===== src/sv/cfwg_pkg.sv =====
// ---------------------------------------------------------------------------
// Cone filter weight generator package
// Widths, register indexes, microcode format and constant tables.
// ---------------------------------------------------------------------------
package cfwg_pkg;

  // Fixed point and grid limits
  localparam int FRAC_BITS       = 8;
  localparam int MAX_GRID        = 1024;
  localparam int MAX_RADIUS_CEIL = 4;

  // Field widths
  localparam int REG_W     = 11;
  localparam int POS_W     = 10;
  localparam int IDX_W     = 20;
  localparam int WGT_W     = 11;
  localparam int SUM_W     = 16;
  localparam int CFG_IDX_W = 2;
  localparam int OFS_W     = $clog2(MAX_RADIUS_CEIL);
  localparam int U_W       = $clog2(MAX_RADIUS_CEIL + 1);
  localparam int PROD_W    = POS_W + REG_W;

  // Derived limits
  localparam logic [REG_W-1:0] GRID_MAX  = REG_W'(MAX_GRID);
  localparam logic [REG_W-1:0] RAD_MAX   = REG_W'(MAX_RADIUS_CEIL << FRAC_BITS);
  localparam logic [REG_W-1:0] RAD_MIN   = REG_W'(1);
  localparam logic [REG_W-1:0] ONE_M1    = REG_W'((1 << FRAC_BITS) - 1);

  // Register indexes and reset values
  localparam logic [CFG_IDX_W-1:0] CFG_RADIUS      = CFG_IDX_W'(0);
  localparam logic [CFG_IDX_W-1:0] CFG_GRID_WIDTH  = CFG_IDX_W'(1);
  localparam logic [CFG_IDX_W-1:0] CFG_GRID_HEIGHT = CFG_IDX_W'(2);
  localparam logic [REG_W-1:0] RADIUS_RST = REG_W'(384);
  localparam logic [REG_W-1:0] WIDTH_RST  = REG_W'(64);
  localparam logic [REG_W-1:0] HEIGHT_RST = REG_W'(64);

  // Sequencer steps
  typedef enum logic [2:0] {
    ST_WAIT,
    ST_SETUP,
    ST_BAD,
    ST_BASE,
    ST_EMIT
  } step_t;

  // Datapath operations
  typedef enum logic [2:0] {
    OP_ACCEPT,
    OP_SETUP,
    OP_BAD,
    OP_BASE,
    OP_EMIT
  } op_t;

  // Jump conditions
  typedef enum logic [1:0] {
    C_ALWAYS,
    C_BAD,
    C_LAST
  } cond_t;

  // One control word: operation, jump condition, taken and not-taken steps
  typedef struct packed {
    op_t   op;
    cond_t cond;
    step_t jump;
    step_t alt;
  } ucode_t;

  // Sequencer to datapath
  typedef struct packed {
    op_t  op;
    logic go;
  } cfwg_ctrl_t;

  // Datapath to sequencer
  typedef struct packed {
    logic bad;
    logic last;
    logic out_free;
  } cfwg_status_t;

  // Control program
  function automatic ucode_t ucode_rom(input step_t s);
    ucode_t w;
    case (s)
      ST_WAIT:  w = '{op: OP_ACCEPT, cond: C_ALWAYS, jump: ST_SETUP, alt: ST_SETUP};
      ST_SETUP: w = '{op: OP_SETUP,  cond: C_BAD,    jump: ST_BAD,   alt: ST_BASE};
      ST_BAD:   w = '{op: OP_BAD,    cond: C_ALWAYS, jump: ST_WAIT,  alt: ST_WAIT};
      ST_BASE:  w = '{op: OP_BASE,   cond: C_ALWAYS, jump: ST_EMIT,  alt: ST_EMIT};
      ST_EMIT:  w = '{op: OP_EMIT,   cond: C_LAST,   jump: ST_WAIT,  alt: ST_EMIT};
      default:  w = '{op: OP_ACCEPT, cond: C_ALWAYS, jump: ST_WAIT,  alt: ST_WAIT};
    endcase
    return w;
  endfunction

  // Rounded distance sqrt(dr*dr + dc*dc) with 8 fractional bits, by {dr, dc}
  function automatic logic [WGT_W-1:0] dist_lookup(input logic [2*OFS_W-1:0] sel);
    logic [WGT_W-1:0] d;
    case (sel)
      4'h0:    d = WGT_W'(0);
      4'h1:    d = WGT_W'(256);
      4'h2:    d = WGT_W'(512);
      4'h3:    d = WGT_W'(768);
      4'h4:    d = WGT_W'(256);
      4'h5:    d = WGT_W'(362);
      4'h6:    d = WGT_W'(572);
      4'h7:    d = WGT_W'(810);
      4'h8:    d = WGT_W'(512);
      4'h9:    d = WGT_W'(572);
      4'hA:    d = WGT_W'(724);
      4'hB:    d = WGT_W'(923);
      4'hC:    d = WGT_W'(768);
      4'hD:    d = WGT_W'(810);
      4'hE:    d = WGT_W'(923);
      4'hF:    d = WGT_W'(1086);
      default: d = WGT_W'(0);
    endcase
    return d;
  endfunction

endpackage


===== src/sv/cfwg_sequencer.sv =====
// ---------------------------------------------------------------------------
// Cone filter weight generator sequencer
// Step counter over the control program with conditional jumps.
// ---------------------------------------------------------------------------
module cfwg_sequencer (
  input  logic                  clk,
  input  logic                  rst_n,
  input  logic                  in_valid,
  input  cfwg_pkg::cfwg_status_t status,
  output cfwg_pkg::cfwg_ctrl_t   ctrl
);

  cfwg_pkg::step_t  step_r;
  cfwg_pkg::step_t  step_nxt;
  cfwg_pkg::ucode_t word;
  logic             go;
  logic             taken;

  // Step register
  always_ff @(posedge clk) begin
    if (!rst_n) begin
      step_r <= cfwg_pkg::ST_WAIT;
    end else begin
      step_r <= step_nxt;
    end
  end

  // Fetch the control word, gate it and pick the next step
  always_comb begin
    word = cfwg_pkg::ucode_rom(step_r);
    case (word.op)
      cfwg_pkg::OP_ACCEPT: go = in_valid;
      cfwg_pkg::OP_BAD:    go = status.out_free;
      cfwg_pkg::OP_EMIT:   go = status.out_free;
      default:             go = 1'b1;
    endcase
    case (word.cond)
      cfwg_pkg::C_BAD:  taken = status.bad;
      cfwg_pkg::C_LAST: taken = status.last;
      default:          taken = 1'b1;
    endcase
    if (go) begin
      step_nxt = taken ? word.jump : word.alt;
    end else begin
      step_nxt = step_r;
    end
    ctrl.op = word.op;
    ctrl.go = go;
  end

endmodule


===== src/sv/cfwg_datapath.sv =====
// ---------------------------------------------------------------------------
// Cone filter weight generator datapath
// Configuration registers, window bounds, neighbor walk and result register.
// ---------------------------------------------------------------------------
module cfwg_datapath (
  input  logic                              clk,
  input  logic                              rst_n,
  input  cfwg_pkg::cfwg_ctrl_t              ctrl,
  output cfwg_pkg::cfwg_status_t            status,
  input  logic                              cfg_wr_en,
  input  logic [cfwg_pkg::CFG_IDX_W-1:0]    cfg_index,
  input  logic [cfwg_pkg::REG_W-1:0]        cfg_wdata,
  input  logic [cfwg_pkg::POS_W-1:0]        in_row,
  input  logic [cfwg_pkg::POS_W-1:0]        in_col,
  output logic                              out_valid,
  input  logic                              out_stall,
  output logic [cfwg_pkg::IDX_W-1:0]        out_neighbor_index,
  output logic [cfwg_pkg::WGT_W-1:0]        out_weight,
  output logic [cfwg_pkg::SUM_W-1:0]        out_weight_sum,
  output logic                              out_last,
  output logic                              out_bad_request
);

  localparam int REG_W  = cfwg_pkg::REG_W;
  localparam int POS_W  = cfwg_pkg::POS_W;
  localparam int IDX_W  = cfwg_pkg::IDX_W;
  localparam int WGT_W  = cfwg_pkg::WGT_W;
  localparam int SUM_W  = cfwg_pkg::SUM_W;
  localparam int OFS_W  = cfwg_pkg::OFS_W;
  localparam int U_W    = cfwg_pkg::U_W;
  localparam int PROD_W = cfwg_pkg::PROD_W;

  // Configuration
  logic [REG_W-1:0] radius_r, grid_width_r, grid_height_r;

  // Transaction state
  logic [POS_W-1:0] row_r, row_nxt, col_r, col_nxt;
  logic [POS_W-1:0] k_r, k_nxt, l_r, l_nxt, l0_r, l0_nxt;
  logic [REG_W-1:0] k1_r, k1_nxt, l1_r, l1_nxt;
  logic [REG_W-1:0] r_r, r_nxt, w_r, w_nxt;
  logic [IDX_W-1:0] base_r, base_nxt;
  logic [SUM_W-1:0] sum_r, sum_nxt;

  // Result register
  logic             out_valid_r, out_valid_nxt;
  logic [IDX_W-1:0] out_idx_r, out_idx_nxt;
  logic [WGT_W-1:0] out_wgt_r, out_wgt_nxt;
  logic [SUM_W-1:0] out_sum_r, out_sum_nxt;
  logic             out_last_r, out_last_nxt;
  logic             out_bad_r, out_bad_nxt;

  // Setup terms
  logic [REG_W-1:0] w_c, h_c, r_c, u_sum;
  logic [U_W-1:0]   u, um1;
  logic [REG_W-1:0] row_hi, col_hi;
  logic [POS_W-1:0] k0, l0;
  logic             bad;

  // Walk terms
  logic [PROD_W-1:0] prod;
  logic [POS_W-1:0]  dr_full, dc_full;
  logic [WGT_W-1:0]  dist_fx, wt;
  logic [REG_W-1:0]  k_inc, l_inc;
  logic              row_end, last;
  logic              out_free, emit_go, bad_go;

  // Configuration writes
  always_ff @(posedge clk) begin
    if (!rst_n) begin
      radius_r      <= cfwg_pkg::RADIUS_RST;
      grid_width_r  <= cfwg_pkg::WIDTH_RST;
      grid_height_r <= cfwg_pkg::HEIGHT_RST;
    end else if (cfg_wr_en) begin
      case (cfg_index)
        cfwg_pkg::CFG_RADIUS:      radius_r      <= cfg_wdata;
        cfwg_pkg::CFG_GRID_WIDTH:  grid_width_r  <= cfg_wdata;
        cfwg_pkg::CFG_GRID_HEIGHT: grid_height_r <= cfg_wdata;
        default: ;
      endcase
    end
  end

  // Saturate the grid and radius, derive the window bounds
  always_comb begin
    w_c    = (grid_width_r  > cfwg_pkg::GRID_MAX) ? cfwg_pkg::GRID_MAX : grid_width_r;
    h_c    = (grid_height_r > cfwg_pkg::GRID_MAX) ? cfwg_pkg::GRID_MAX : grid_height_r;
    r_c    = (radius_r == '0) ? cfwg_pkg::RAD_MIN :
             (radius_r > cfwg_pkg::RAD_MAX) ? cfwg_pkg::RAD_MAX : radius_r;
    u_sum  = r_c + cfwg_pkg::ONE_M1;
    u      = U_W'(u_sum >> cfwg_pkg::FRAC_BITS);
    um1    = u - U_W'(1);
    bad    = ({1'b0, row_r} >= h_c) || ({1'b0, col_r} >= w_c);
    k0     = (row_r >= POS_W'(um1)) ? row_r - POS_W'(um1) : '0;
    l0     = (col_r >= POS_W'(um1)) ? col_r - POS_W'(um1) : '0;
    row_hi = {1'b0, row_r} + REG_W'(u);
    col_hi = {1'b0, col_r} + REG_W'(u);
  end

  // Current neighbor: offsets, distance, weight and walk end
  always_comb begin
    prod    = PROD_W'(k_r) * PROD_W'(w_r);
    dr_full = (k_r > row_r) ? k_r - row_r : row_r - k_r;
    dc_full = (l_r > col_r) ? l_r - col_r : col_r - l_r;
    dist_fx = cfwg_pkg::dist_lookup({dr_full[OFS_W-1:0], dc_full[OFS_W-1:0]});
    wt      = (r_r > dist_fx) ? r_r - dist_fx : '0;
    k_inc   = {1'b0, k_r} + REG_W'(1);
    l_inc   = {1'b0, l_r} + REG_W'(1);
    row_end = (l_inc == l1_r);
    last    = row_end && (k_inc == k1_r);
  end

  assign out_free = !out_valid_r || !out_stall;
  assign emit_go  = ctrl.go && (ctrl.op == cfwg_pkg::OP_EMIT);
  assign bad_go   = ctrl.go && (ctrl.op == cfwg_pkg::OP_BAD);

  assign status.bad      = bad;
  assign status.last     = last;
  assign status.out_free = out_free;

  // Next values of the walk registers
  always_comb begin
    row_nxt  = row_r;
    col_nxt  = col_r;
    k_nxt    = k_r;
    l_nxt    = l_r;
    l0_nxt   = l0_r;
    k1_nxt   = k1_r;
    l1_nxt   = l1_r;
    r_nxt    = r_r;
    w_nxt    = w_r;
    base_nxt = base_r;
    sum_nxt  = sum_r;
    if (ctrl.go) begin
      case (ctrl.op)
        cfwg_pkg::OP_ACCEPT: begin
          row_nxt = in_row;
          col_nxt = in_col;
        end
        cfwg_pkg::OP_SETUP: begin
          k_nxt  = k0;
          l_nxt  = l0;
          l0_nxt = l0;
          k1_nxt = (row_hi < h_c) ? row_hi : h_c;
          l1_nxt = (col_hi < w_c) ? col_hi : w_c;
          r_nxt  = r_c;
          w_nxt  = w_c;
        end
        cfwg_pkg::OP_BASE: begin
          base_nxt = IDX_W'(prod);
          sum_nxt  = '0;
        end
        cfwg_pkg::OP_EMIT: begin
          sum_nxt = sum_r + SUM_W'(wt);
          if (row_end) begin
            l_nxt    = l0_r;
            k_nxt    = k_inc[POS_W-1:0];
            base_nxt = base_r + IDX_W'(w_r);
          end else begin
            l_nxt = l_inc[POS_W-1:0];
          end
        end
        default: ;
      endcase
    end
  end

  // Next values of the result register
  always_comb begin
    out_valid_nxt = out_valid_r && out_stall;
    out_idx_nxt   = out_idx_r;
    out_wgt_nxt   = out_wgt_r;
    out_sum_nxt   = out_sum_r;
    out_last_nxt  = out_last_r;
    out_bad_nxt   = out_bad_r;
    if (emit_go) begin
      out_valid_nxt = 1'b1;
      out_idx_nxt   = base_r + IDX_W'(l_r);
      out_wgt_nxt   = wt;
      out_sum_nxt   = last ? sum_r + SUM_W'(wt) : '0;
      out_last_nxt  = last;
      out_bad_nxt   = 1'b0;
    end else if (bad_go) begin
      out_valid_nxt = 1'b1;
      out_idx_nxt   = '0;
      out_wgt_nxt   = '0;
      out_sum_nxt   = '0;
      out_last_nxt  = 1'b1;
      out_bad_nxt   = 1'b1;
    end
  end

  // Control registers
  always_ff @(posedge clk) begin
    if (!rst_n) begin
      out_valid_r <= 1'b0;
    end else begin
      out_valid_r <= out_valid_nxt;
    end
  end

  // Payload registers
  always_ff @(posedge clk) begin
    row_r      <= row_nxt;
    col_r      <= col_nxt;
    k_r        <= k_nxt;
    l_r        <= l_nxt;
    l0_r       <= l0_nxt;
    k1_r       <= k1_nxt;
    l1_r       <= l1_nxt;
    r_r        <= r_nxt;
    w_r        <= w_nxt;
    base_r     <= base_nxt;
    sum_r      <= sum_nxt;
    out_idx_r  <= out_idx_nxt;
    out_wgt_r  <= out_wgt_nxt;
    out_sum_r  <= out_sum_nxt;
    out_last_r <= out_last_nxt;
    out_bad_r  <= out_bad_nxt;
  end

  assign out_valid          = out_valid_r;
  assign out_neighbor_index = out_idx_r;
  assign out_weight         = out_wgt_r;
  assign out_weight_sum     = out_sum_r;
  assign out_last           = out_last_r;
  assign out_bad_request    = out_bad_r;

endmodule


===== src/sv/cone_filter_weight_generator.sv =====
// ---------------------------------------------------------------------------
// Cone filter weight generator
// Lists the clipped neighbor window of one grid element with cone weights.
// ---------------------------------------------------------------------------
// Usage:
//   Write radius, grid_width and grid_height through the cfg_ port while the
//   block is idle. Each input transaction (in_row, in_col) starts one run; the
//   block returns one result transaction per neighbor, rows outer and columns
//   inner, and flags the final one with out_last, which also carries the sum
//   of the run's weights. A position outside the grid gives one result with
//   out_bad_request and out_last set.
// Timing:
//   A run steps through accept, setup and row base multiply, then gives one
//   result per cycle from the neighbor step of the control program unless
//   out_stall holds the result register; a run has at most 49 neighbors. A
//   rejected position steps through accept, setup and the bad-request step.
//   The first result is registered at the first neighbor step.
// Reset and stall:
//   Reset loads radius 1.5, a 64 by 64 grid and returns to the wait step.
//   in_stall is high whenever a run is in progress. When out_stall holds the
//   result register, the neighbor step waits and no result is lost.
// ---------------------------------------------------------------------------
module cone_filter_weight_generator (
  input  logic                           clk,
  input  logic                           rst_n,
  input  logic                           cfg_wr_en,
  input  logic [cfwg_pkg::CFG_IDX_W-1:0] cfg_index,
  input  logic [cfwg_pkg::REG_W-1:0]     cfg_wdata,
  input  logic                           in_valid,
  output logic                           in_stall,
  input  logic [cfwg_pkg::POS_W-1:0]     in_row,
  input  logic [cfwg_pkg::POS_W-1:0]     in_col,
  output logic                           out_valid,
  input  logic                           out_stall,
  output logic [cfwg_pkg::IDX_W-1:0]     out_neighbor_index,
  output logic [cfwg_pkg::WGT_W-1:0]     out_weight,
  output logic [cfwg_pkg::SUM_W-1:0]     out_weight_sum,
  output logic                           out_last,
  output logic                           out_bad_request
);

  cfwg_pkg::cfwg_ctrl_t   ctrl;
  cfwg_pkg::cfwg_status_t status;

  // Control program
  cfwg_sequencer u_sequencer (
    .clk      (clk),
    .rst_n    (rst_n),
    .in_valid (in_valid),
    .status   (status),
    .ctrl     (ctrl)
  );

  // Arithmetic and result register
  cfwg_datapath u_datapath (
    .clk                (clk),
    .rst_n              (rst_n),
    .ctrl               (ctrl),
    .status             (status),
    .cfg_wr_en          (cfg_wr_en),
    .cfg_index          (cfg_index),
    .cfg_wdata          (cfg_wdata),
    .in_row             (in_row),
    .in_col             (in_col),
    .out_valid          (out_valid),
    .out_stall          (out_stall),
    .out_neighbor_index (out_neighbor_index),
    .out_weight         (out_weight),
    .out_weight_sum     (out_weight_sum),
    .out_last           (out_last),
    .out_bad_request    (out_bad_request)
  );

  // Take a new element only at the wait step
  assign in_stall = (ctrl.op != cfwg_pkg::OP_ACCEPT);

endmodule


===== config.mk =====
export PLATFORM = sky130hd
export DESIGN_NAME = cone_filter_weight_generator
export DESIGN_NICKNAME = d
export VERILOG_FILES = /design/src/sv/cfwg_pkg.sv /design/src/sv/cfwg_sequencer.sv /design/src/sv/cfwg_datapath.sv /design/src/sv/cone_filter_weight_generator.sv
export SDC_FILE = /design/constraint.sdc
export NUM_CORES = 1
export LEC_CHECK = 0
export ABC_AREA = 1
export BUFFER_PORTS_ARGS = -buffer_cell sky130_fd_sc_hd__buf_2
export CAP_MARGIN = 20
export CELL_PAD_IN_SITES_DETAIL_PLACEMENT = 1
export CELL_PAD_IN_SITES_GLOBAL_PLACEMENT = 1
export CORE_AREA = 2 2 197 199
export DETAILED_ROUTE_END_ITERATION = 10
export DIE_AREA = 0 0 199 201
export PLACE_DENSITY = 0.94
export SYNTH_ARGS = -nofsm -noshare
export SYNTH_HDL_FRONTEND = slang
export SYNTH_SLANG_ARGS = --single-unit

===== constraint.sdc =====
create_clock -name clk -period 7.1 [get_ports clk]
set_input_delay 1.065 -clock clk [delete_from_list [all_inputs] [get_ports clk]]
set_output_delay 1.065 -clock clk [all_outputs]
set_load 0.1 [all_outputs]

=== Yosys cells after proc, flatten, opt, wreduce, memory -nomap -nowiden ===
Memories as Yosys holds them, arrays and structs flattened.
Cells that the tools add are included.

* Register bits: 216
* Bits in read-only memories: 176
* Input port bits: 38
* Output and inout bits: 51
* Logic and storage cells: 125
* Memories: 1

* Add/subtract/negate cells: 16
* Multiply operators: 1
* $lt $le $gt $ge: 12
* Equality and inequality tests: 15
* Mux-type cells: 33
* Reductions and logical operators: 26

{| class="wikitable"
|+ Memory list
! memory !! depth !! bits a word !! read ports !! clocked after memory_dff !! wr ports !! RTL line !! source
|-
| (no name shown) || 16 || 11 || 1 || 0 || 0 || cfwg_pkg.sv:100 || <nowiki>case (sel)</nowiki>
|}

{| class="wikitable"
|+ Operator list
! operator !! count
|-
| $mux 11 || 9
|-
| $mux 20 || 3
|-
| $pmux 11 s5 || 1
|-
| $mux 16 || 3
|-
| $mux 10 || 4
|-
| $pmux 10 s2 || 2
|-
| $pmux 20 s2 || 1
|-
| $gt 11x11->1 const B || 3
|-
| $pmux 16 s2 || 1
|-
| $add 10x1->11 const B || 2
|-
| $add 10x3->11 || 2
|-
| $eq 11x11->1 || 2
|-
| $ge 10x11->1 || 2
|-
| $lt 11x11->1 || 2
|-
| $add 20x10->20 || 1
|-
| $add 20x11->20 || 1
|-
| $ge 10x3->1 || 2
|-
| $gt 10x10->1 || 2
|-
| $mul 10x11->20 || 1
|-
| $sub 10x3->10 || 2
|-
| $add 16x11->16 || 1
|-
| $reduce_and 2->1 || 7
|-
| $eq 3x2->1 const B || 4
|-
| $add 11x8->11 const B || 1
|-
| other kinds (23) || 44
|}

=== Depth between registers and ports, before layout ===
Gate-level depths: netlist of the first run.

* Depth after elaboration: 8
* Gate-level depth with buffers: 36
* Gate-level depth less buffers: 36

=== Cells and area by module ===
Synthesis of the first run repeated with hierarchy kept, for this count alone.

* Cell total of the unflattened synthesis: 2288
* Area total of the unflattened synthesis: 18198.7 um^2

{| class="wikitable"
|+ Modules (own cells, without submodules)
! module !! instances !! cells an instance !! area each (um^2) !! sequential area each (um^2)
|-
| cfwg_datapath || 1 || 2242 || 17894.7 || 6045.8
|-
| cfwg_sequencer || 1 || 43 || 292.8 || 60.1
|-
| cone_filter_weight_generator || 1 || 3 || 11.3 || 0.0
|}

=== Worst setup path before layout of the first run ===
Ideal clock, no wire load.

* Kind: reg2out
* From: reg u_sequencer.step_r[0]
* To: out in_stall
* Data arrival time: 5.318 ns
* Data required time: 6.035 ns
* Setup slack: 0.717 ns
* Cell stages (with the launch flop): 7
* Path buffers: 0
* Cells stage by stage: dfxtp_1 -> inv_1 -> nor3_1 -> inv_1 -> nand2_1 -> inv_1 -> nand2_1

* Cells in the longest elaborated chain, start to end: 3
* Elaborated cells on any way between the ends: 7
* Those cells by class: eq/ne (4); mux (1); reduce/logical (2)

{| class="wikitable"
|+ Ends and longest elaborated chain
! item !! RTL line !! source
|-
| from (decl) || cfwg_sequencer.sv:13 || <nowiki>cfwg_pkg::step_t step_r;</nowiki>
|-
| from (signal assigned) || cfwg_sequencer.sv:22 || <nowiki>step_r <= cfwg_pkg::ST_WAIT;</nowiki>
|-
| from (signal assigned) || cfwg_sequencer.sv:24 || <nowiki>step_r <= step_nxt;</nowiki>
|-
| $eq 3x3->1, or another cell as far along || cfwg_pkg.sv:86 || <nowiki>case (s)</nowiki>
|-
| $pmux 11 s5 * || cfwg_pkg.sv:86 ||
|-
| $reduce_bool 3->1 * || cone_filter_weight_generator.sv:75 || <nowiki>assign in_stall = (ctrl.op != cfwg_pkg::OP_ACCEPT);</nowiki>
|-
| to (decl) || cone_filter_weight_generator.sv:30 || <nowiki>output logic in_stall,</nowiki>
|}

Every way passes the cells marked *; elsewhere a longest branch is shown, timed or not.

=== Final worst setup path of the first run ===
* From: reg u_datapath.k_r[7]
* To: reg u_datapath.sum_r[10], data pin

* Cells in the longest elaborated chain, start to end: 7
* Elaborated cells on any way between the ends: 8
* Those cells by class: add/sub (2); order compare (2); mux (3); memory (1)

{| class="wikitable"
|+ Ends and longest elaborated chain
! item !! RTL line !! source
|-
| from (decl) || cfwg_datapath.sv:38 || <nowiki>logic [POS_W-1:0] k_r, k_nxt, l_r, l_nxt, l0_r, l0_nxt;</nowiki>
|-
| from (signal assigned) || cfwg_datapath.sv:205 || <nowiki>k_r <= k_nxt;</nowiki>
|-
| $gt 10x10->1 * || cfwg_datapath.sv:102 || <nowiki>dr_full = (k_r > row_r) ? k_r - row_r : row_r - k_r;</nowiki>
|-
| $mux 2 * || cfwg_datapath.sv:102 ||
|-
| $mem_v2 16x11 * || - ||
|-
| $sub 11x11->11 / $gt 11x11->1 (equally long branches) || cfwg_datapath.sv:105 || <nowiki>wt = (r_r > dist_fx) ? r_r - dist_fx : '0;</nowiki>
|-
| $mux 11 * || cfwg_datapath.sv:105 ||
|-
| net u_datapath.wt[1] || cfwg_datapath.sv:62 || <nowiki>logic [WGT_W-1:0] dist_fx, wt;</nowiki>
|-
| $add 16x11->16 * || cfwg_datapath.sv:153 || <nowiki>sum_nxt = sum_r + SUM_W'(wt);</nowiki>
|-
| $pmux 16 s2 * || cfwg_datapath.sv:134 || <nowiki>case (ctrl.op)</nowiki>
|-
| to (signal assigned) || cfwg_datapath.sv:213 || <nowiki>sum_r <= sum_nxt;</nowiki>
|-
| to (decl) || cfwg_datapath.sv:42 || <nowiki>logic [SUM_W-1:0] sum_r, sum_nxt;</nowiki>
|}

Mark *: on every way through the listed nets, which the timed path passes. The rest lies on a longest branch.
A chain may end at the register's enable or synchronous reset.

==> out/qor.yml, run 1 <==
cts_tree: "built"
netlist_area_um2: 18000
critPathLaunchType: "flip-flop"
hp-class: "reg2reg"
reg2reg_depth: 30
outcome: "complete, no violations"
finalNetCount: 2617
globalRouteTotalUtil_pct: 29.6
maxCapViolCount: 0
max_freq_mhz: 156
first_pass_iters: 5
critPathRequiredTime_ps: 7390
synth_seq_cells: 216
synthArstFlopShare_pct: 0
syn_to_final_growth_pct: 9.82
avgSynthCellArea_um2: 7.96
ctsHtreeMaxLevel: 1
path_depth: 30
crit_top_cell: "nand2_1"
critPathCapture: "u_datapath.sum_r[10]$_SDFFCE_PN0P_"
skew_ps: 29.7
yosysWarnings: 0
worst-slew-pin-transition_ps: 942
core-area_um2: 38100
path_delay_family: "simple AND/OR/NAND/NOR gates"
setup_violations: 0
overflow: 0
hold_depth: 0
clock-sinks: 216
clock_path_buffers: 3
path_clk_slew_ps: 70
placed_cells: 2811
fin_crit_sh_pct: 90.4
yosysUniqueCellTypes: 52
die_area_um2: 40000
slowest_stage: "edfxtp_1"
rrSetupSlack_ps: 680
ys_seq_area_share_pct: 34.0
die_h_um: 201
rows: 72
critPathCaptureType: "flip-flop"
layout_min_cycle_time_ps: 6420
drcViolationCount: 0
r2r_start: "u_datapath.k_r[7]$_DFFE_PP_"
initial_utilization_pct: 47.1
grt_pass1_wl_mm: 93.6
synth.net_count: 2550
postLayoutCoreUtil_pct: 51.8
vias: 16345
path_class: "reg2reg"
grt_max_degree: 58
critPathLaunch: "u_datapath.k_r[7]$_DFFE_PP_"
r2r-end: "u_datapath.sum_r[10]$_SDFFCE_PN0P_"
rsz0062_at_grt: "no"
routed_wl_mm: 58.6
root_buffer: "clkbuf_16"
synth_cells: 2257
path_max_fanout: 18
finalSetupTns_ps: 0
final_common_cell: "nand2_1"
drv_slew: 0
port_buffers: 88
antenna_found_initial: 1
clk_latency_ps: 580
crit_buf_inv: 4
grt_pass1_vias: 17901
first_iter_violations: 1321
synth_edf_count: 178
hold_viol_final: 0
io_pins: 89
viasPerCell: 5.71
drive_gt1_share_pct: 6.66
hpwlAfterDp_mm: 44.8
layout_common_cells: "528 x nand2_1, 339 x inv_1, 224 x nor2_1"
cts_buffers: 26
max_slew_margin_pct: 36.9
die_x_um: 199
cts_setup_buffers: 0
worstPathArrival_ps: 6700
final_cells: 2862
hold_buffers: 0
gp_congestion: 0.879
post_drt_wl_per_cell_um: 20.5
max_stage_delay_ps: 640
synthFlopType: "edfxtp_1"
antenna_left: 0
## cell type report
| type | instances | area [um^2] |
|---|---|---|
| timing repair buffer | 97 | 528 |
| multi-input combinational | 1638 | 10300 |
| tap | 518 | 648 |
| fill | 4636 | 18400 |
| clock buffer | 30 | 708 |
| antenna | 1 | 2.50 |
| inverter | 345 | 1290 |
| sequential | 216 | 6110 |
| clock inverter | 17 | 103 |
## routing by layer
layer / part of all wire [%] / wire length (um) / GRT usage, % / vias to the layer above
li1: - / - / - / 7558
met1: 40 / 23600 / 35.9 / 7994
met2: 49 / 28900 / 52.3 / 595
met3: 5.5 / 3240 / 3.68 / 198
met4: 4.9 / 2850 / 13.1 / 0
met5: 0 / 0 / 0 / -
## stage by stage
step                      setup slack (ps)  cell area [um^2]  hold slack (ps)
after floorplan                        717             18000              445
after global placement                1310             18900              464
after detailed placement               733             18900              465
after CTS                              612             19700              481
after global routing                   148             19700              489
final                                  684             19700              476
## logic make-up (layout without fill, tap and decap cells)
group | count (synthesis) | in the layout | synth area share [%]
adder cells (fa/ha/maj) | 255 | 255 | 21.1
AO/OA/AOI/OAI | 328 | 328 | 10.0
flip-flops | 216 | 216 | 34.0
other | 0 | 1 | 0
buffers and inverters | 403 | 489 | 8.53
AND/OR/NAND/NOR | 988 | 988 | 23.0
XOR/XNOR | 67 | 67 | 3.34
## registers in the layout (all words and copies together) (netlist names)
name	flops
u_datapath.w_r	11
u_datapath.sum_r	16
u_datapath.out_bad_request	1
u_datapath.k1_r	11
u_datapath.grid_height_r	11
u_datapath.out_last	1
u_datapath.r_r	11
u_datapath.out_valid	1
u_datapath.l_r	10
u_datapath.col_r	10
u_datapath.l0_r	10
u_datapath.grid_width_r	11
u_datapath.out_neighbor_index	20
u_datapath.l1_r	11
u_datapath.k_r	10
u_datapath.out_weight_sum	16
u_datapath.base_r	20
u_datapath.radius_r	11
u_sequencer.step_r	3
u_datapath.out_weight	11
u_datapath.row_r	10
## worst min path at each step
stage / start / endpoint / slack (ps)
after floorplan: u_datapath.radius_r[3]$_SDFFE_PN0P_ / u_datapath.radius_r[3]$_SDFFE_PN0P_ / 450
after global placement: u_datapath.radius_r[10]$_SDFFE_PN0P_ / u_datapath.r_r[10]$_DFFE_PP_ / 460
final: u_datapath.radius_r[10]$_SDFFE_PN0P_ / u_datapath.r_r[10]$_DFFE_PP_ / 480
after global routing: u_datapath.radius_r[10]$_SDFFE_PN0P_ / u_datapath.r_r[10]$_DFFE_PP_ / 490
after CTS: u_datapath.radius_r[10]$_SDFFE_PN0P_ / u_datapath.r_r[10]$_DFFE_PP_ / 480
after detailed placement: u_datapath.radius_r[10]$_SDFFE_PN0P_ / u_datapath.r_r[10]$_DFFE_PP_ / 470
## cell usage after synthesis, drive strengths merged, types with 3 or more instances
| library cell | instances | area share (%) |
|---|---|---|
| o21bai | 6 | 0.25 |
| o31ai | 6 | 0.25 |
| a22oi | 3 | 0.13 |
| a21oi | 137 | 3.8 |
| nand3 | 133 | 3.7 |
| nor2 | 227 | 4.8 |
| a21o | 12 | 0.50 |
| o22ai | 8 | 0.28 |
| a31oi | 3 | 0.10 |
| nor4 | 4 | 0.14 |
| nand2 | 530 | 11 |
| nand3b | 13 | 0.54 |
| nor3 | 31 | 0.93 |
| ha | 176 | 12 |
| o21ai | 130 | 3.6 |
| a21boi | 3 | 0.13 |
| dfxtp | 38 | 4.2 |
| nand4 | 39 | 1.4 |
| o211ai | 5 | 0.24 |
| clkbuf | 46 | 0.98 |
| xnor2 | 22 | 1.1 |
| o2111ai | 3 | 0.15 |
| o21a | 5 | 0.21 |
| inv | 343 | 7.2 |
| fa | 79 | 8.8 |
| edfxtp | 178 | 30 |
| buf | 12 | 0.34 |
| xor2 | 44 | 2.1 |
| or2 | 5 | 0.17 |
## worst reg2reg max path, delay by kind of cell (launching register included)
kind	cells	cell delay, ps
AND/OR/NAND/NOR	16	2250
adder cells (fa/ha/maj)	3	1330
AO/OA/AOI/OAI	6	1300
flip-flops	1	640
buffers and inverters	4	470
XOR/XNOR	1	160
## timing repair
item,4_1_cts,5_1_grt
endpoints found under the hold margin,0,0
setup endpoints to repair,0,2
gates resized for setup,0,1
Power of run 1 is not shown: default switching activity piles up to over one toggle a cycle in this logic, so the estimate is an artifact.
==> run 2, diff against run 1 <==
--- a/config.mk
+++ b/config.mk
@@ -10,10 +10,11 @@
 export CAP_MARGIN = 20
 export CELL_PAD_IN_SITES_DETAIL_PLACEMENT = 1
 export CELL_PAD_IN_SITES_GLOBAL_PLACEMENT = 1
-export CORE_AREA = 2 2 197 199
+export CORE_AREA = 2 2 215 217
 export DETAILED_ROUTE_END_ITERATION = 10
-export DIE_AREA = 0 0 199 201
-export PLACE_DENSITY = 0.94
+export DIE_AREA = 0 0 217 219
+export PLACE_DENSITY = 0.82
+export RECOVER_POWER = 25
 export SYNTH_ARGS = -nofsm -noshare
 export SYNTH_HDL_FRONTEND = slang
 export SYNTH_SLANG_ARGS = --single-unit
==> run 2 against run 1 <==
Effect of this change:
- the flow now finishes with violations (capacitance limit, slew limit)
- register-to-register slack improved by 60 ps
- maximum frequency increased by 0.94%
- non-clock buffer count increased by 3
- global-route usage decreased by 6.6 points
- sequential share of layout area decreased by 0.34 points
- critical path type unchanged
==> out/qor.yml, run 2 (synthesis gave the netlist of run 1 again) <==
outcome: "finished with violations"  # was complete, no violations
violations: "capacitance limit, slew limit"
critPathCaptureType: "flip-flop"  # unchanged
hpwlAfterDp_mm: 42.9  # was 44.8 mm
setup_slack_ps: 744  # was 684 ps
finalSetupTns_ps: 0  # unchanged
drv_slew: 92  # was 0
multi_input_area_um2: 10300  # about the same
worstPathArrival_ps: 6650  # was 6700 ps
skew_ps: 49.0  # was 29.7 ps
fillCellCount: 5513  # was 4,636
globalRouteTotalUtil_pct: 23.0  # was 29.6%
critPathRequiredTime_ps: 7390  # about the same
dp_slack_ps: 858  # was 733 ps
die_h_um: 219  # was 201 um
clk_latency_ps: 590  # was 580 ps
io_pins: 89  # unchanged
rows: 78  # was 72
rsz0062_at_grt: "no"  # unchanged
hold_buffers: 0  # unchanged
diodes: 0  # was 1
seq_area_um2: 6110  # unchanged
max_stage_delay_ps: 660  # was 640 ps
root_buffer: "clkbuf_16"  # unchanged
cts_tree: "built"  # unchanged
drive_gt1_share_pct: 6.55  # was 6.66%
viasPerCell: 5.33  # was 5.71
port_buffers: 88  # unchanged
layout_min_cycle_time_ps: 6360  # was 6420 ps
path_class: "reg2reg"  # unchanged
path_max_fanout: 18  # unchanged
cts_setup_buffers: 0  # unchanged
syn_to_final_growth_pct: 11.0  # was 9.82%
setup_violations: 0  # unchanged
overflow: 0  # unchanged
clock-sinks: 216  # unchanged
initial_utilization_pct: 39.8  # was 47.1%
clock_path_buffers: 3  # unchanged
routed_wl_mm: 54.3  # was 58.6 mm
cts.repair.resized: 0  # unchanged
antenna_left: 0  # unchanged
gp_congestion: 0.901  # was 0.879
grt_max_degree: 57  # was 58
drcViolationCount: 0  # unchanged
slowest_stage: "edfxtp_1"  # unchanged
maxCapViolCount: 2  # was 0
die_area_um2: 47500  # was 40,000 um^2
post_drt_wl_per_cell_um: 18.4  # was 20.5 um
path_clk_slew_ps: 60  # was 70 ps
critPathLaunchType: "flip-flop"  # unchanged
first_iter_violations: 912  # was 1,321
hold_viol_final: 0  # unchanged
core-area_um2: 45100  # was 38,100 um^2
cts_buffers: 28  # was 26
first_pass_iters: 5  # unchanged
max_freq_mhz: 157  # was 156 MHz
vias: 15729  # was 16,345
max_slew_margin_pct: -111  # was 36.9%
crit_top_cell: "nand2_1"  # unchanged
final_common_cell: "nand2_1"  # unchanged
fin_crit_sh_pct: 89.5  # was 90.4%
antenna_found_initial: 0  # was 1
ctsHtreeMaxLevel: 1  # unchanged
die_x_um: 217  # was 199 um
finalNetCount: 2622  # was 2,617
layout_common_cells: "529 x nand2_1, 339 x inv_1, 224 x nor2_1"  # was 528 x nand2_1, 339 x inv_1, 224 x nor2_1
worst-slew-pin-transition_ps: 3170  # was 942 ps
grt_pass1_wl_mm: 88.0  # was 93.6 mm
grt_pass1_vias: 16652  # was 17,901
hp-class: "reg2reg"  # unchanged
run 2: cell type report:
class | count | area share (%)
Multi-Input combinational cell | 1638 | 51.8
Sequential cell | 216 | 30.6
Inverter | 345 | 6.49
Tap cell | 600 | 3.76
Clock buffer | 30 | 3.55
Timing Repair Buffer | 100 | 2.74
Clock inverter | 22 | 1.05
run 2: stage by stage:
| stage | util [%] | std cells | hold slack [ps] | cell area, um^2 |
|---|---|---|---|---|
| global route | 44.2 | 2951 | 486 | 19900 |
| finish | 44.2 | 2951 | 475 | 19900 |
| detailed placement | 42.1 | 2897 | 465 | 19000 |
| global placement | 42.1 | 2896 | 461 | 19000 |
| CTS | 44.2 | 2949 | 481 | 19900 |
| floorplan | - | 2257 | 445 | 18000 |
run 2: critical path, delay by kind of cell, from the launching register on:
family	cells	cell delay [ps]
AO/OA/AOI/OAI	6	1220
buffers and inverters	4	470
flip-flops	1	660
XOR/XNOR	1	150
adder cells (fa/ha/maj)	3	1280
AND/OR/NAND/NOR	16	2300
run 2: metal layers:
| layer | GRT usage (%) | part of all wire [%] | up-vias |
|---|---|---|---|
| met2 | 40.2 | 48 | 328 |
| met1 | 30.0 | 45 | 7754 |
| met3 | 2.27 | 4.0 | 78 |
| met4 | 6.76 | 2.7 | 0 |
| met5 | 0 | 0 | - |
| li1 | - | - | 7569 |
run 2: worst paths after layout:
check / start / end / slack, ps / depth (start not counted)
min: u_datapath.radius_r[10]$_SDFFE_PN0P_ / u_datapath.r_r[10]$_DFFE_PP_ / 470 / 0
max: u_datapath.k_r[6]$_DFFE_PP_ / u_datapath.out_weight_sum[10]$_SDFFCE_PN0P_ / 740 / 30
max reg2reg: u_datapath.k_r[6]$_DFFE_PP_ / u_datapath.out_weight_sum[10]$_SDFFCE_PN0P_ / 740 / 30
min reg2reg: u_datapath.radius_r[10]$_SDFFE_PN0P_ / u_datapath.r_r[10]$_DFFE_PP_ / 470 / 0
Power of run 2 is left out for the same reason.
==> run 3, diff against run 2 <==
==> constraint.sdc (replaced) <==
create_clock -name clk -period 7.1 [get_ports clk]
set_input_delay 0 -clock clk [delete_from_list [all_inputs] [get_ports clk]]
set_output_delay 0 -clock clk [all_outputs]
set_load 0.1 [all_outputs]
==> run 3 against run 2 <==
Effect of this change:
- the flow still finishes with violations (capacitance limit, slew limit)
- clock skew is 1.5 ps lower
- sequential cell count stayed put
- maximum frequency is 1.8% lower
- worst setup slack worse by 120 ps
- count of clock-buffer cells in the layout stayed put
- critical path depth stayed put
- register-to-register slack worse by 120 ps
- global-route usage is 0.69 points higher
- die area stayed put
- critical endpoint unchanged
==> out/qor.yml, run 3 (synthesis gave the netlist of run 1 again) <==
outcome: "finished with violations"  # unchanged
grt_pass1_wl_mm: 90.5  # was 88.0 mm
hold_viol_final: 0  # unchanged
layout_common_cells: "529 x nand2_1, 339 x inv_1, 224 x nor2_1"  # unchanged
antenna_left: 0  # unchanged
clock-sinks: 216  # unchanged
rows: 78  # unchanged
path_clk_slew_ps: 60  # about the same
cts.repair.resized: 0  # unchanged
critPathCaptureType: "flip-flop"  # unchanged
clk_latency_ps: 590  # about the same
route.met2.wl_mm: 27.3  # was 26.3 mm
violations: "capacitance limit, slew limit"  # unchanged
setup_slack_ps: 626  # was 744 ps
cts_setup_buffers: 0  # unchanged
overflow: 0  # unchanged
worst-slew-pin-transition_ps: 2010  # was 3170 ps
initial_utilization_pct: 39.8  # unchanged
fin_crit_sh_pct: 91.2  # was 89.5%
critPathLaunchType: "flip-flop"  # unchanged
drcViolationCount: 0  # unchanged
critPathRequiredTime_ps: 7390  # about the same
syn_to_final_growth_pct: 13.2  # was 11.0%
critPathLaunch: "u_datapath.k_r[9]$_DFFE_PP_"  # was u_datapath.k_r[6]$_DFFE_PP_
die_area_um2: 47500  # unchanged
port_buffers: 88  # unchanged
core-area_um2: 45100  # unchanged
path_delay_family: "simple AND/OR/NAND/NOR gates"  # unchanged
r2r_start: "u_datapath.k_r[9]$_DFFE_PP_"  # was u_datapath.k_r[6]$_DFFE_PP_
skew_ps: 47.5  # was 49.0 ps
fillCellCount: 5501  # was 5,513
viasPerCell: 5.34  # was 5.33
die_x_um: 217  # unchanged
io_pins: 89  # unchanged
postLayoutCoreUtil_pct: 45.1  # was 44.2%
finalSetupTns_ps: 0  # unchanged
crit_top_cell: "nand2_1"  # unchanged
grt_max_degree: 57  # unchanged
maxCapViolCount: 1  # was 2
die_h_um: 219  # unchanged
first_iter_violations: 931  # was 912
max_freq_mhz: 154  # was 157 MHz
diodes: 0  # unchanged
wl_met3_mm: 1.99  # was 2.18 mm
cts_tree: "built"  # unchanged
final_common_cell: "nand2_1"  # unchanged
wl_met1_mm: 24.9  # was 24.4 mm
gp_congestion: 0.901  # unchanged
seq_area_um2: 6110  # unchanged
ctsHtreeMaxLevel: 1  # unchanged
hold_buffers: 47  # was 0
drv_slew: 35  # was 92
max_slew_margin_pct: -34.2  # was -111%
drive_gt1_share_pct: 4.38  # was 6.55%
timing.hold.ws_ps: 85.6  # was 475 ps
hp-class: "in2reg"  # was reg2reg
rsz0062_at_grt: "no"  # unchanged
antenna_found_initial: 0  # unchanged
grt_pass1_vias: 17099  # was 16,652
path_max_fanout: 18  # unchanged
finalNetCount: 2668  # was 2,622
routed_wl_mm: 55.9  # was 54.3 mm
cts_buffers: 28  # unchanged
worstPathArrival_ps: 6770  # was 6650 ps
min-delay-start: "cfg_wr_en"  # was u_datapath.radius_r[10]$_SDFFE_PN0P_
path_class: "reg2reg"  # unchanged
clock_path_buffers: 3  # unchanged
layout_min_cycle_time_ps: 6470  # was 6360 ps
root_buffer: "clkbuf_16"  # unchanged
vias: 15990  # was 15,729
slowest_stage: "edfxtp_1"  # unchanged
first_pass_iters: 5  # unchanged
hpwlAfterDp_mm: 42.9  # unchanged
crit_buf_inv: 4  # unchanged
setup_violations: 0  # unchanged
multi_input_area_um2: 10300  # about the same
globalRouteTotalUtil_pct: 23.7  # was 23.0%
topRoutingLayerUsed: "met4"  # unchanged
post_drt_wl_per_cell_um: 18.7  # was 18.4 um
max_stage_delay_ps: 630  # was 660 ps
dp_slack_ps: 858  # unchanged
## run 3: cell types whose count changed in the layout (fill, tap and decap cells not counted)
cell / change
buf_2: -50
clkbuf_1: +49
dlygate4sd3_1: +47
buf_16: -1
buf_4: +1
nor3_1: -1
nor3_2: +1
## run 3: final timing paths
kind	endpoint	slack (ps)	cells after the start
hold / removal	u_datapath.radius_r[10]$_SDFFE_PN0P_	90	3
setup reg to reg	u_datapath.out_weight_sum[10]$_SDFFCE_PN0P_	630	30
hold reg to reg	u_datapath.r_r[10]$_DFFE_PP_	490	0
setup / recovery	u_datapath.out_weight_sum[10]$_SDFFCE_PN0P_	630	30
## run 3: layout make-up
type / instances / share of cell area [%]
clock buffers: 30 / 3.48
repair buffers: 146 / 4.58
inverters: 345 / 6.37
clock inverters: 22 / 1.03
flip-flops and latches: 216 / 30.0
multi-input cells: 1638 / 50.8
well taps: 600 / 3.69
## run 3: layer usage
| metal | vias up | track usage (%) |
|---|---|---|
| li1 | 7668 | - |
| met2 | 334 | 41.8 |
| met5 | - | 0 |
| met3 | 88 | 2.38 |
| met1 | 7900 | 30.4 |
| met4 | 0 | 7.44 |
## run 3: metrics by stage
| stage | instance area (um^2) | cells |
|---|---|---|
| final | 20300 | 2997 |
| after global routing | 20300 | 2997 |
| after CTS | 20400 | 2996 |
| after detailed placement | 19000 | 2897 |
| after global placement | 19000 | 2896 |
| after floorplan | 18000 | 2257 |
## run 3: worst reg2reg max path: cells and delay by family (launching register included)
kind	cells	cell delay, ps
AOI/OAI and AO/OA	6	1230
DFF	1	630
and+or+nand+nor	16	2370
buffers and inverters	4	520
xor gates and xnor gates	1	150
adders and majority gates	3	1310
Power of run 3 is left out for the same reason.
